[src/rtl/spimc_pkg.sv]
package spimc_pkg;

    localparam int unsigned DATA_W         = 16;
    localparam int unsigned LEN_W          = 4;
    localparam int unsigned BITS_W         = 5;
    localparam int unsigned DELAY_W        = 8;
    localparam int unsigned MAX_FRAME_BITS = 16;
    localparam int unsigned QUEUE_DEPTH    = 2;

    // Control register bit positions.
    localparam int unsigned CTL_IRQEN  = 6;
    localparam int unsigned CTL_FLAG   = 7;
    localparam int unsigned CTL_XCH    = 8;
    localparam int unsigned CTL_ENABLE = 9;

    // Bus command codes.
    localparam logic [1:0] CMD_READ  = 2'd0;
    localparam logic [1:0] CMD_WRITE = 2'd1;
    localparam logic [1:0] CMD_SHIFT = 2'd2;
    localparam logic [1:0] CMD_TICK  = 2'd3;

    localparam logic SEL_DATA = 1'b0;
    localparam logic SEL_CTRL = 1'b1;

    localparam logic [DELAY_W-1:0] DELAY_RESET = 8'd16;

    typedef enum logic [2:0] {
        OP_READ_DATA,
        OP_READ_CTRL,
        OP_WRITE_DATA,
        OP_WRITE_CTRL,
        OP_SHIFT,
        OP_TICK
    } op_t;

    typedef struct packed {
        op_t               op;
        logic [DATA_W-1:0] value;      // control writes arrive with the exchange bit cleared
        logic              start_req;  // control write with enable and exchange set
        logic              miso;
    } item_t;

    typedef struct packed {
        logic [DATA_W-1:0] read_data;
        logic              mosi_bit;
        logic              mosi_valid;
        logic              frame_last;
        logic              busy;
        logic              irq;
    } result_t;

endpackage

[src/rtl/spimc_front.sv]
module spimc_front (
    input  logic                [1:0]  command,
    input  logic                       reg_select,
    input  logic [spimc_pkg::DATA_W-1:0] write_value,
    input  logic                       miso_bit,
    output spimc_pkg::item_t           item
);
    import spimc_pkg::*;

    logic [DATA_W-1:0] ctrl_value;

    always_comb
    begin
        ctrl_value          = write_value;
        ctrl_value[CTL_XCH] = 1'b0;
    end

    always_comb
    begin
        item.value     = write_value;
        item.start_req = 1'b0;
        item.miso      = miso_bit;
        case (command)
            CMD_READ:
            begin
                item.op = (reg_select == SEL_CTRL) ? OP_READ_CTRL : OP_READ_DATA;
            end
            CMD_WRITE:
            begin
                if (reg_select == SEL_CTRL)
                begin
                    item.op        = OP_WRITE_CTRL;
                    item.value     = ctrl_value;
                    item.start_req = write_value[CTL_ENABLE] & write_value[CTL_XCH];
                end
                else
                begin
                    item.op = OP_WRITE_DATA;
                end
            end
            CMD_SHIFT:
            begin
                item.op = OP_SHIFT;
            end
            CMD_TICK:
            begin
                item.op = OP_TICK;
            end
            default:
            begin
                item.op = OP_TICK;
            end
        endcase
    end

endmodule

[src/rtl/spimc_queue.sv]
module spimc_queue (
    input  logic             clk,
    input  logic             rst_n,
    input  logic             push,
    input  spimc_pkg::item_t push_item,
    output logic             full,
    input  logic             pop,
    output logic             not_empty,
    output spimc_pkg::item_t head_item
);
    import spimc_pkg::*;

    localparam int unsigned PTR_W = (QUEUE_DEPTH > 1) ? $clog2(QUEUE_DEPTH) : 1;
    localparam int unsigned CNT_W = $clog2(QUEUE_DEPTH + 1);

    item_t             entry_reg [QUEUE_DEPTH];
    logic [PTR_W-1:0]  wr_ptr_reg, wr_ptr_next;
    logic [PTR_W-1:0]  rd_ptr_reg, rd_ptr_next;
    logic [CNT_W-1:0]  count_reg, count_next;
    logic              do_push;
    logic              do_pop;

    assign full      = (count_reg == CNT_W'(QUEUE_DEPTH));
    assign not_empty = (count_reg != '0);
    assign do_push   = push && !full;
    assign do_pop    = pop && not_empty;
    assign head_item = entry_reg[rd_ptr_reg];

    always_comb
    begin
        wr_ptr_next = wr_ptr_reg;
        rd_ptr_next = rd_ptr_reg;
        count_next  = count_reg;
        if (do_push)
        begin
            wr_ptr_next = (wr_ptr_reg == PTR_W'(QUEUE_DEPTH - 1)) ? '0 : wr_ptr_reg + 1'b1;
        end
        if (do_pop)
        begin
            rd_ptr_next = (rd_ptr_reg == PTR_W'(QUEUE_DEPTH - 1)) ? '0 : rd_ptr_reg + 1'b1;
        end
        if (do_push && !do_pop)
        begin
            count_next = count_reg + 1'b1;
        end
        else if (do_pop && !do_push)
        begin
            count_next = count_reg - 1'b1;
        end
    end

    always_ff @(posedge clk or negedge rst_n)
    begin
        if (!rst_n)
        begin
            wr_ptr_reg <= '0;
            rd_ptr_reg <= '0;
            count_reg  <= '0;
        end
        else
        begin
            wr_ptr_reg <= wr_ptr_next;
            rd_ptr_reg <= rd_ptr_next;
            count_reg  <= count_next;
        end
    end

    always_ff @(posedge clk)
    begin
        if (do_push)
        begin
            entry_reg[wr_ptr_reg] <= push_item;
        end
    end

endmodule

[src/rtl/spimc_back.sv]
module spimc_back (
    input  logic                          clk,
    input  logic                          rst_n,
    input  logic                          cfg_write,
    input  logic [spimc_pkg::DELAY_W-1:0] cfg_delay,
    input  logic                          item_valid,
    input  spimc_pkg::item_t              item,
    output logic                          item_pop,
    output logic                          res_valid,
    output spimc_pkg::result_t            res,
    input  logic                          res_ready
);
    import spimc_pkg::*;

    logic [DELAY_W-1:0] delay_cfg_reg;
    logic [DATA_W-1:0]  control_reg, control_next;
    logic [DATA_W-1:0]  transmit_reg, transmit_next;
    logic [DATA_W-1:0]  frame_reg, frame_next;
    logic [DATA_W-1:0]  receive_reg, receive_next;
    logic               running_reg, running_next;
    logic [BITS_W-1:0]  bits_left_reg, bits_left_next;
    logic [DELAY_W-1:0] delay_count_reg, delay_count_next;
    logic               irq_reg, irq_next;
    logic               res_valid_reg;
    result_t            res_reg, res_next;

    logic [BITS_W-1:0]  start_len;
    logic [BITS_W-1:0]  bit_index;
    logic [DATA_W-1:0]  start_mask;

    function automatic logic [BITS_W-1:0] frame_len(input logic [LEN_W-1:0] len_field);
        logic [BITS_W-1:0] n;
        n = BITS_W'(len_field) + 1'b1;
        if (n > BITS_W'(MAX_FRAME_BITS))
        begin
            n = BITS_W'(MAX_FRAME_BITS);
        end
        return n;
    endfunction

    // The output register frees up when empty or when its result is taken.
    assign item_pop  = item_valid && (!res_valid_reg || res_ready);
    assign res_valid = res_valid_reg;
    assign res       = res_reg;

    assign start_len  = frame_len(item.value[LEN_W-1:0]);
    assign start_mask = {DATA_W{1'b1}} >> (BITS_W'(DATA_W) - start_len);
    assign bit_index  = bits_left_reg - 1'b1;

    always_comb
    begin
        control_next     = control_reg;
        transmit_next    = transmit_reg;
        frame_next       = frame_reg;
        receive_next     = receive_reg;
        running_next     = running_reg;
        bits_left_next   = bits_left_reg;
        delay_count_next = delay_count_reg;
        irq_next         = irq_reg;
        res_next         = '0;

        case (item.op)
            OP_READ_DATA:
            begin
                res_next.read_data = receive_reg;
            end
            OP_READ_CTRL:
            begin
                res_next.read_data          = control_reg;
                res_next.read_data[CTL_XCH] = running_reg;
            end
            OP_WRITE_DATA:
            begin
                transmit_next = item.value;
            end
            OP_WRITE_CTRL:
            begin
                control_next = item.value;
                if (!item.value[CTL_FLAG])
                begin
                    irq_next = 1'b0;
                end
                if (item.start_req)
                begin
                    // A frame still pending is flagged complete (when IRQEN is set) as the new one starts.
                    if (running_reg && item.value[CTL_IRQEN])
                    begin
                        control_next[CTL_FLAG] = 1'b1;
                        irq_next               = 1'b1;
                    end
                    frame_next       = transmit_reg & start_mask;
                    bits_left_next   = start_len;
                    receive_next     = '0;
                    running_next     = 1'b1;
                    delay_count_next = delay_cfg_reg;
                end
            end
            OP_SHIFT:
            begin
                if (bits_left_reg != '0)
                begin
                    bits_left_next      = bit_index;
                    res_next.mosi_bit   = frame_reg[bit_index[LEN_W-1:0]];
                    res_next.mosi_valid = 1'b1;
                    res_next.frame_last = (bit_index == '0);
                    receive_next        = {receive_reg[DATA_W-2:0], item.miso};
                end
            end
            OP_TICK:
            begin
                if (running_reg)
                begin
                    if (delay_count_reg <= DELAY_W'(1))
                    begin
                        running_next     = 1'b0;
                        bits_left_next   = '0;
                        delay_count_next = '0;
                        if (control_reg[CTL_IRQEN])
                        begin
                            control_next[CTL_FLAG] = 1'b1;
                            irq_next               = 1'b1;
                        end
                    end
                    else
                    begin
                        delay_count_next = delay_count_reg - 1'b1;
                    end
                end
            end
            default:
            begin
                res_next = '0;
            end
        endcase

        res_next.busy = running_next;
        res_next.irq  = irq_next;
    end

    always_ff @(posedge clk or negedge rst_n)
    begin
        if (!rst_n)
        begin
            delay_cfg_reg   <= DELAY_RESET;
            control_reg     <= '0;
            transmit_reg    <= '0;
            frame_reg       <= '0;
            receive_reg     <= '0;
            running_reg     <= 1'b0;
            bits_left_reg   <= '0;
            delay_count_reg <= '0;
            irq_reg         <= 1'b0;
            res_valid_reg   <= 1'b0;
        end
        else
        begin
            if (cfg_write)
            begin
                delay_cfg_reg <= cfg_delay;
            end
            if (item_pop)
            begin
                control_reg     <= control_next;
                transmit_reg    <= transmit_next;
                frame_reg       <= frame_next;
                receive_reg     <= receive_next;
                running_reg     <= running_next;
                bits_left_reg   <= bits_left_next;
                delay_count_reg <= delay_count_next;
                irq_reg         <= irq_next;
                res_valid_reg   <= 1'b1;
            end
            else if (res_ready)
            begin
                res_valid_reg <= 1'b0;
            end
        end
    end

    always_ff @(posedge clk)
    begin
        if (item_pop)
        begin
            res_reg <= res_next;
        end
    end

    a_bits_imply_running: assert property (@(posedge clk) disable iff (!rst_n)
        (bits_left_reg != '0) |-> running_reg)
        else $error("frame bits left with no exchange running");

    a_bits_in_range: assert property (@(posedge clk) disable iff (!rst_n)
        bits_left_reg <= BITS_W'(MAX_FRAME_BITS))
        else $error("bit counter beyond frame length");

    a_irq_has_flag: assert property (@(posedge clk) disable iff (!rst_n)
        irq_reg |-> control_reg[CTL_FLAG])
        else $error("interrupt line high with flag clear");

    a_last_is_valid: assert property (@(posedge clk) disable iff (!rst_n)
        (res_valid_reg && res_reg.frame_last) |-> res_reg.mosi_valid)
        else $error("frame end marked on an item that moved no bit");

    a_idle_no_shift: assert property (@(posedge clk) disable iff (!rst_n)
        (item_pop && item.op == OP_SHIFT && !running_reg) |=> !res_reg.mosi_valid)
        else $error("bit moved while no exchange was running");

endmodule

[src/rtl/spi_master_with_control_register.sv]
// SPI master with data and control registers, one item per command transfer.
// A command passes through the command queue, then the execute stage's output register,
// before its result appears. Throughput: one item per clock while results are taken;
// m_tready low holds the output register and stalls the execute stage.
// Reset (rst_n, asynchronous, active low) clears the control, data and state registers,
// empties the queue, and sets the completion delay to 16 ticks.
module spi_master_with_control_register (
    input  logic        clk,
    input  logic        rst_n,
    input  logic        s_tvalid,
    output logic        s_tready,
    input  logic [23:0] s_tdata,   // [15:0] write_value, [16] miso_bit, rest zero
    input  logic [2:0]  s_tuser,   // [1:0] command, [2] reg_select
    output logic        m_tvalid,
    input  logic        m_tready,
    output logic [23:0] m_tdata,   // [15:0] read_data, [16] mosi_bit, [17] busy_res,
                                   // [18] irq_line, rest zero
    output logic [0:0]  m_tuser,   // [0] mosi_valid
    output logic        m_tlast,   // frame_last
    input  logic        cfg_valid,
    output logic        cfg_ready,
    input  logic [7:0]  cfg_data
);
    import spimc_pkg::*;

    item_t   front_item;
    item_t   head_item;
    logic    queue_full;
    logic    queue_not_empty;
    logic    queue_pop;
    result_t res;

    assign s_tready  = !queue_full;
    assign cfg_ready = 1'b1;

    spimc_front u_front (
        .command     (s_tuser[1:0]),
        .reg_select  (s_tuser[2]),
        .write_value (s_tdata[15:0]),
        .miso_bit    (s_tdata[16]),
        .item        (front_item)
    );

    spimc_queue u_queue (
        .clk       (clk),
        .rst_n     (rst_n),
        .push      (s_tvalid),
        .push_item (front_item),
        .full      (queue_full),
        .pop       (queue_pop),
        .not_empty (queue_not_empty),
        .head_item (head_item)
    );

    spimc_back u_back (
        .clk        (clk),
        .rst_n      (rst_n),
        .cfg_write  (cfg_valid && cfg_ready),
        .cfg_delay  (cfg_data),
        .item_valid (queue_not_empty),
        .item       (head_item),
        .item_pop   (queue_pop),
        .res_valid  (m_tvalid),
        .res        (res),
        .res_ready  (m_tready)
    );

    assign m_tdata    = {5'b0, res.irq, res.busy, res.mosi_bit, res.read_data};
    assign m_tuser[0] = res.mosi_valid;
    assign m_tlast    = res.frame_last;

endmodule
[config.mk]
export PLATFORM = sky130hd
export DESIGN_NAME = spi_master_with_control_register
export DESIGN_NICKNAME = d
export VERILOG_FILES = /design/src/rtl/spimc_pkg.sv /design/src/rtl/spimc_front.sv /design/src/rtl/spimc_queue.sv /design/src/rtl/spimc_back.sv /design/src/rtl/spi_master_with_control_register.sv
export SDC_FILE = /design/constraint.sdc
export NUM_CORES = 1
export LEC_CHECK = 0
export ABC_AREA = 1
export BUFFER_PORTS_ARGS = -buffer_cell sky130_fd_sc_hd__buf_2
export CAP_MARGIN = 5
export CORE_MARGIN = 4
export CORE_UTILIZATION = 35
export CTS_CLUSTER_SIZE = 10
export DETAILED_ROUTE_END_ITERATION = 8
export MAX_ROUTING_LAYER = met4
export SLEW_MARGIN = 20
export SYNTH_ARGS = -nofsm -noshare
export SYNTH_HDL_FRONTEND = slang
export SYNTH_SLANG_ARGS = --single-unit
[constraint.sdc]
create_clock -name clk -period 3.6 [get_ports clk]
set_input_delay 0.9 -clock clk [delete_from_list [all_inputs] [get_ports clk]]
set_output_delay 0.9 -clock clk [all_outputs]
set_load 0.01 [all_outputs]
* Yosys cells after proc, flatten, opt, wreduce, memory -nomap -nowiden
Memory sizes are Yosys's and may differ from the RTL's.
Index checks and enable logic that the tools add are counted.
** Storage, ports and cells
- Register bits :: 113
- Bits in writable memories :: 42
- Input port bits :: 40
- Output and inout port bits :: 29
- Memories :: 1
** Cells by class
- Add/subtract/negate cells :: 8
- $lt $le $gt $ge :: 3
- Eq/ne operators :: 14
- Shift-type cells :: 1
- Multiplexer cells :: 47
- Bitwise logic cells :: 2
- Reductions and logical operators :: 29
** Memory list
- u_queue.entry_reg :: depth 2, bits a word 21, read ports 1, clocked after memory_dff 0, write ports 1, line spimc_queue.sv:16 : item_t entry_reg [QUEUE_DEPTH];
** Operator list (number)
- 16-bit case mux with 2 select lines :: 2
- 16-bit two-way mux :: 2
- 5-bit two-way mux :: 5
- 8-bit two-way mux :: 3
- 1-bit two-way mux :: 23
- 10-bit two-way mux :: 2
- 16-bit bitwise AND :: 1
- 8-bit case mux with 2 select lines :: 1
- 16-bit by 5-bit >> shifter with 16-bit output (first input constant) :: 1
- 5-bit case mux with 3 select lines :: 1
- 3-bit case mux with 4 select lines :: 1
- 2-bit nonzero test :: 5
- 8-bit by 1-bit <= comparator with 1-bit output (second input constant) :: 1
- 2-bit by 1-bit != test with 1-bit output (second input constant) :: 4
- 4-bit AND reduction :: 2
- 8-bit by 1-bit subtractor with 8-bit output (second input constant) :: 1
- 2-bit == test (second input constant) :: 3
- 3-bit by 2-bit == test with 1-bit output (second input constant) :: 2
- 3-bit == test (second input constant) :: 2
- 1-bit logical AND :: 6
- 2-bit two-way mux :: 3
- 1-bit case mux with 2 select lines :: 3
- 2-bit AND reduction :: 3
- 6-bit AND reduction :: 1
- 22 further kinds :: 26

* Logic depth before layout (Yosys ltp)
- Depth after elaboration :: 7
- Depth in mapped cells :: 15
- Depth with buffers taken out :: 14

* Modules after synthesis
From an unflattened synthesis, not the netlist that was laid out.
** Second synthesis, totals
- Cell total of the unflattened synthesis :: 834
- Area total of the unflattened synthesis :: 7312.0 um2
** Modules (own cells, without submodules)
- spimc_back :: instances 1, cells an instance 657, area each 5333.9 um2, seq. area each 2808.9 um2
- spimc_queue :: instances 1, cells an instance 141, area each 1752.9 um2, seq. area each 1361.3 um2
- spimc_front :: instances 1, cells an instance 27, area each 168.9 um2, seq. area each 0.0 um2
- spi_master_with_control_register :: instances 1, cells an instance 9, area each 56.3 um2, seq. area each 0.0 um2

* Worst setup path before layout
No wires, ideal clock.
- Path kind :: input to register
- Start :: in m_tready
- End :: reg u_queue.count_reg[1]
- Setup time :: 0.131 ns
- Arrival :: 2.325 ns
- Required time :: 3.469 ns
- Path slack :: 1.145 ns
- Cell stages on the path :: 8
- Buffers on the path :: 1
- Cells stage by stage :: nor2_1 a21oi_2 buf_2 inv_1 ha_1 a21oi_1 o21ai_0 xor2_1
** On the way
- Word-level cells in the longest chain between the ends :: 6
** RTL lines
- start, declared :: line spi_master_with_control_register.sv:15 : input logic m_tready,
- 1-bit logical OR * :: line spimc_back.sv:42 : assign item_pop = item_valid && (!res_valid_reg || res_ready);
- 1-bit logical AND * :: line spimc_back.sv:42
- net queue_pop :: line spi_master_with_control_register.sv:30 : logic queue_pop;
- 1-bit logical AND * :: line spimc_queue.sv:26 : assign do_pop = pop && not_empty;
- 1-bit zero test :: line spimc_queue.sv:42 : if (do_push && !do_pop)
- 1-bit logical AND :: line spimc_queue.sv:42
- 2-bit two-way mux / 2-bit nonzero test (equally long branches)
- end signal, assigned :: line spimc_queue.sv:64 : count_reg <= count_next;
- end, declared :: line spimc_queue.sv:19 : logic [CNT_W-1:0] count_reg, count_next;
Mark *: on every way through the listed nets, which the timed path passes. The rest lies on a longest branch.
A chain may end at the register's enable or synchronous reset.

==> impl_metrics.sql <==
INSERT INTO impl_metrics (metric_group, metric, value, unit) VALUES
('grt', 'global_route_wire_length_before_repair', '24300', 'um'),
('die', 'core_area', '0.0197', 'mm^2'),
('worst_hold_path', 'hp-class', 'reg -> reg', ''),
('finish', 'final_layout_size_suffix_gt1_share', '16.5', '%'),
('clock_network', 'htree_levels', '4', ''),
('worst_setup_path', 'r2r_slack', '1100', 'ps'),
('logic_synthesis', 'ys_async_sr_fraction', '59.1', '%'),
('routing', 'vias_per_cell', '4.62', ''),
('clock_network', 'post_cts.resized_instances', '0', ''),
('grt', 'first_global_vias', '4662', ''),
('die', 'die_ht', '150', 'um'),
('die', 'rows', '51', ''),
('finish', 'final_net_count', '855', ''),
('sta', 'clock_skew', '7.51', 'ps'),
('grt', 'initial_antenna_violation_count', '0', ''),
('sta', 'grt_setup_unrepaired', 'no', ''),
('pwr', 'total_leakage_power', '3.78', 'nW'),
('pwr', 'ir_drop_worst_vdd', '418', 'uV'),
('worst_setup_path', 'critPathKind', 'reg -> reg', ''),
('sta', 'post-route-min-period', '2500', 'ps'),
('sta', 'final-max-slew-violation-count', '0', ''),
('place', 'gpl.final_weighted_congestion', '0.922', ''),
('logic_synthesis', 'yosys_warnings', '0', ''),
('logic_synthesis', 'syn-instance-count', '747', ''),
('clock_network', 'clkLatencyLatePin', '430', 'ps'),
('routing', 'drtAntennaViolNets', '0', ''),
('worst_hold_path', 'worst_hold_path.endpoint', 'u_back.frame_reg[13]', ''),
('clock_network', 'max-clock-path-buffers', '2', ''),
('finish', 'finalInstanceArea', '0.00817', 'mm^2'),
('finish', 'postLayoutCoreUtil', '41.6', '%'),
('logic_synthesis', 'ys_dominant_reg_cell', 'dfrtp_1', ''),
('place', 'portBuffers', '55', ''),
('routing', 'drt_pass1_iterations', '6', ''),
('worst_setup_path', 'cp-start-kind', 'flop', ''),
('clock_network', 'tritoncts', 'built', ''),
('finish', 'number_of_flip_flops_in_the_largest_register', '42', ''),
('run_status', 'run_status', 'complete, no violations', ''),
('clock_network', 'cts_num_sinks', '154', ''),
('grt', 'largest_net_degree_at_the_start_of_global_routing', '57', ''),
('logic_synthesis', 'top_post_synthesis_cells_by_area', 'dfrtp_1 (32%), edfxtp_1 (27%), nand2_1 (10%), inv_1 (4.9%), o21ai_0 (4.0%)', ''),
('worst_setup_path', 'sort_of_element_at_the_end_of_the_critical_path', 'flop', ''),
('worst_setup_path', 'path_max_fanout', '12', ''),
('worst_hold_path', 'hold_start', 'u_back.frame_reg[13]', ''),
('place', 'place.detailed.hpwl', '10500', 'um'),
('pwr', 'pwr_density_cell', '920', 'mW/mm^2'),
('routing', 'drc_errors', '0', ''),
('logic_synthesis', 'post-synth-top-area-cell', 'dfrtp_1', ''),
('logic_synthesis', 'synth-seq-cells', '154', ''),
('sta', 'totalNegativeSetupSlack', '0', 'ps'),
('routing', 'routed_wl', '14900', 'um'),
('worst_setup_path', 'rr_endpoint', 'u_back.frame_reg[12]', ''),
('sta', 'post-route-period-util', '69.3', '%'),
('worst_setup_path', 'reg2reg_from', 'u_queue.rd_ptr_reg', ''),
('worst_setup_path', 'critical-path-top-cell-by-count', 'nand2_1', ''),
('clock_network', 'clkSlewWorstSetupHoldPaths', '60', 'ps'),
('place', 'post_place_cell_area', '0.00758', 'mm^2'),
('worst_setup_path', 'cp_slowest_cell', 'dfrtp_1', ''),
('sta', 'slew_headroom', '49.7', '%'),
('sta', 'worst_pin_slew', '755', 'ps'),
('worst_hold_path', 'cell_count_of_the_worst_hold_path', '2', ''),
('logic_synthesis', 'netlist-cell-type-count', '39', ''),
('run', 'drv_cap', '0', ''),
('routing', 'num_vias', '5000', ''),
('die', 'initial_core_util', '35.9', '%'),
('worst_setup_path', 'required', '3970', 'ps'),
('logic_synthesis', 'synth-edff-count', '63', ''),
('worst_setup_path', 'max_stage_delay', '450', 'ps'),
('die', 'die-width', '150', 'um'),
('finish', 'antenna_cells_inserted', '0', ''),
('grt', 'grt.overflow.total', '0', ''),
('logic_synthesis', 'syn-cell-area', '0.00705', 'mm^2');
==> synthesized netlist by cell type, types with 3 or more instances <==
library cell,instances
clkbuf_1,8
nand2_2,12
o21ai_2,6
inv_2,8
xnor2_1,5
xor2_1,7
buf_2,8
inv_1,93
buf_6,4
a21oi_1,8
nand3_1,30
o21ai_1,5
nor2_4,3
edfxtp_1,63
dfrtp_1,90
o21ai_0,56
buf_4,7
ha_1,11
nand2_4,3
o211ai_1,4
nand2_1,192
o22ai_1,39
nor2_1,59
a31oi_1,5
==> cells in the final DEF (no fill, tap or decap), types with 2 or more instances in the layout <==
master and count:
bufinv_16 3, edfxtp_1 63, o22ai_1 39, o21ai_0 56, or2_2 2, nand2_1 192
nor3_1 2, nand4_1 2, clkbuf_8 2, clkinv_2 6, buf_2 54, inv_2 8
a31oi_1 5, o21ai_1 5, buf_4 7, dfrtp_1 90, xnor2_1 5, nand3_1 30
o21ai_2 6, xor2_1 7, clkinv_1 2, nand2_2 12, ha_1 11, nor2_2 3
a21oi_1 8, nor2_4 3, conb_1 6, nand2_4 3, clkbuf_16 17, nor2_1 58
clkbuf_1 4, o211ai_1 4, inv_1 93
==> where the power goes <==
part | leakage, nW | internal, mW | total [mW] | switching [mW]
Clock | 0.293 | 1.12 | 1.80 | 0.676
Combinational | 1.73 | 0.919 | 2.90 | 1.98
Sequential | 1.76 | 2.55 | 2.81 | 0.267
==> cell type report <==
class / instances / area [um^2]
fillers: 1960 / 11500
well taps: 265 / 332
clock buffers: 23 / 468
flip-flops and latches: 154 / 4170
repair buffers: 62 / 343
inverters: 104 / 393
clock inverters: 9 / 120
multi-input cells: 465 / 2340
==> logic make-up (layout without fill, tap and decap cells) <==
| logic type | count (synthesis) | count (layout) | share of synthesized area, % |
|---|---|---|---|
| compound gates | 125 | 125 | 10.3 |
| xor+xnor | 12 | 12 | 1.49 |
| fa+ha+maj | 11 | 11 | 1.95 |
| buf+inv | 132 | 198 | 8.00 |
| flops | 154 | 154 | 59.1 |
| mux | 1 | 1 | 0.160 |
| other cells | 2 | 6 | 0.106 |
| simple gates | 310 | 310 | 18.9 |
==> critical path, delay by kind of cell, from the launching register on <==
family / cells / cell delay, ps
simple gates: 7 / 1070
fa+ha+maj: 2 / 670
flops: 1 / 450
buf+inv: 2 / 260
==> routing by layer <==
layer,vias up,part of all wire (%),global-route usage (%)
met4,0,1.5,4.67
li1,2535,-,-
met1,2334,51,20.6
met3,22,4.7,3.36
met5,-,0,-
met2,109,43,20.4
==> how the worst max path moves through the flow <==
stage | from | endpoint | slack (ps) | depth (start not counted)
floorplan | m_tready | u_queue.count_reg[1] | 1140 | 8
global placement | m_tready | u_back.control_reg[14] | 1130 | 8
detailed placement | m_tready | u_back.control_reg[14] | 1120 | 8
CTS | u_queue.rd_ptr_reg | u_back.frame_reg[12] | 1130 | 12
global route | u_queue.rd_ptr_reg | u_back.frame_reg[2] | 930 | 13
finish | u_queue.rd_ptr_reg | u_back.frame_reg[12] | 1100 | 11
==> stage by stage <==
step | hold slack (ps) | std cells | setup slack (ps)
floorplan | 442 | 751 | 1140
global placement | 457 | 1050 | 1130
detailed placement | 460 | 1050 | 1120
CTS | 476 | 1082 | 1130
global route | 503 | 1082 | 927
finish | 476 | 1082 | 1100
Note: power is estimated with default switching activity, not from simulation.
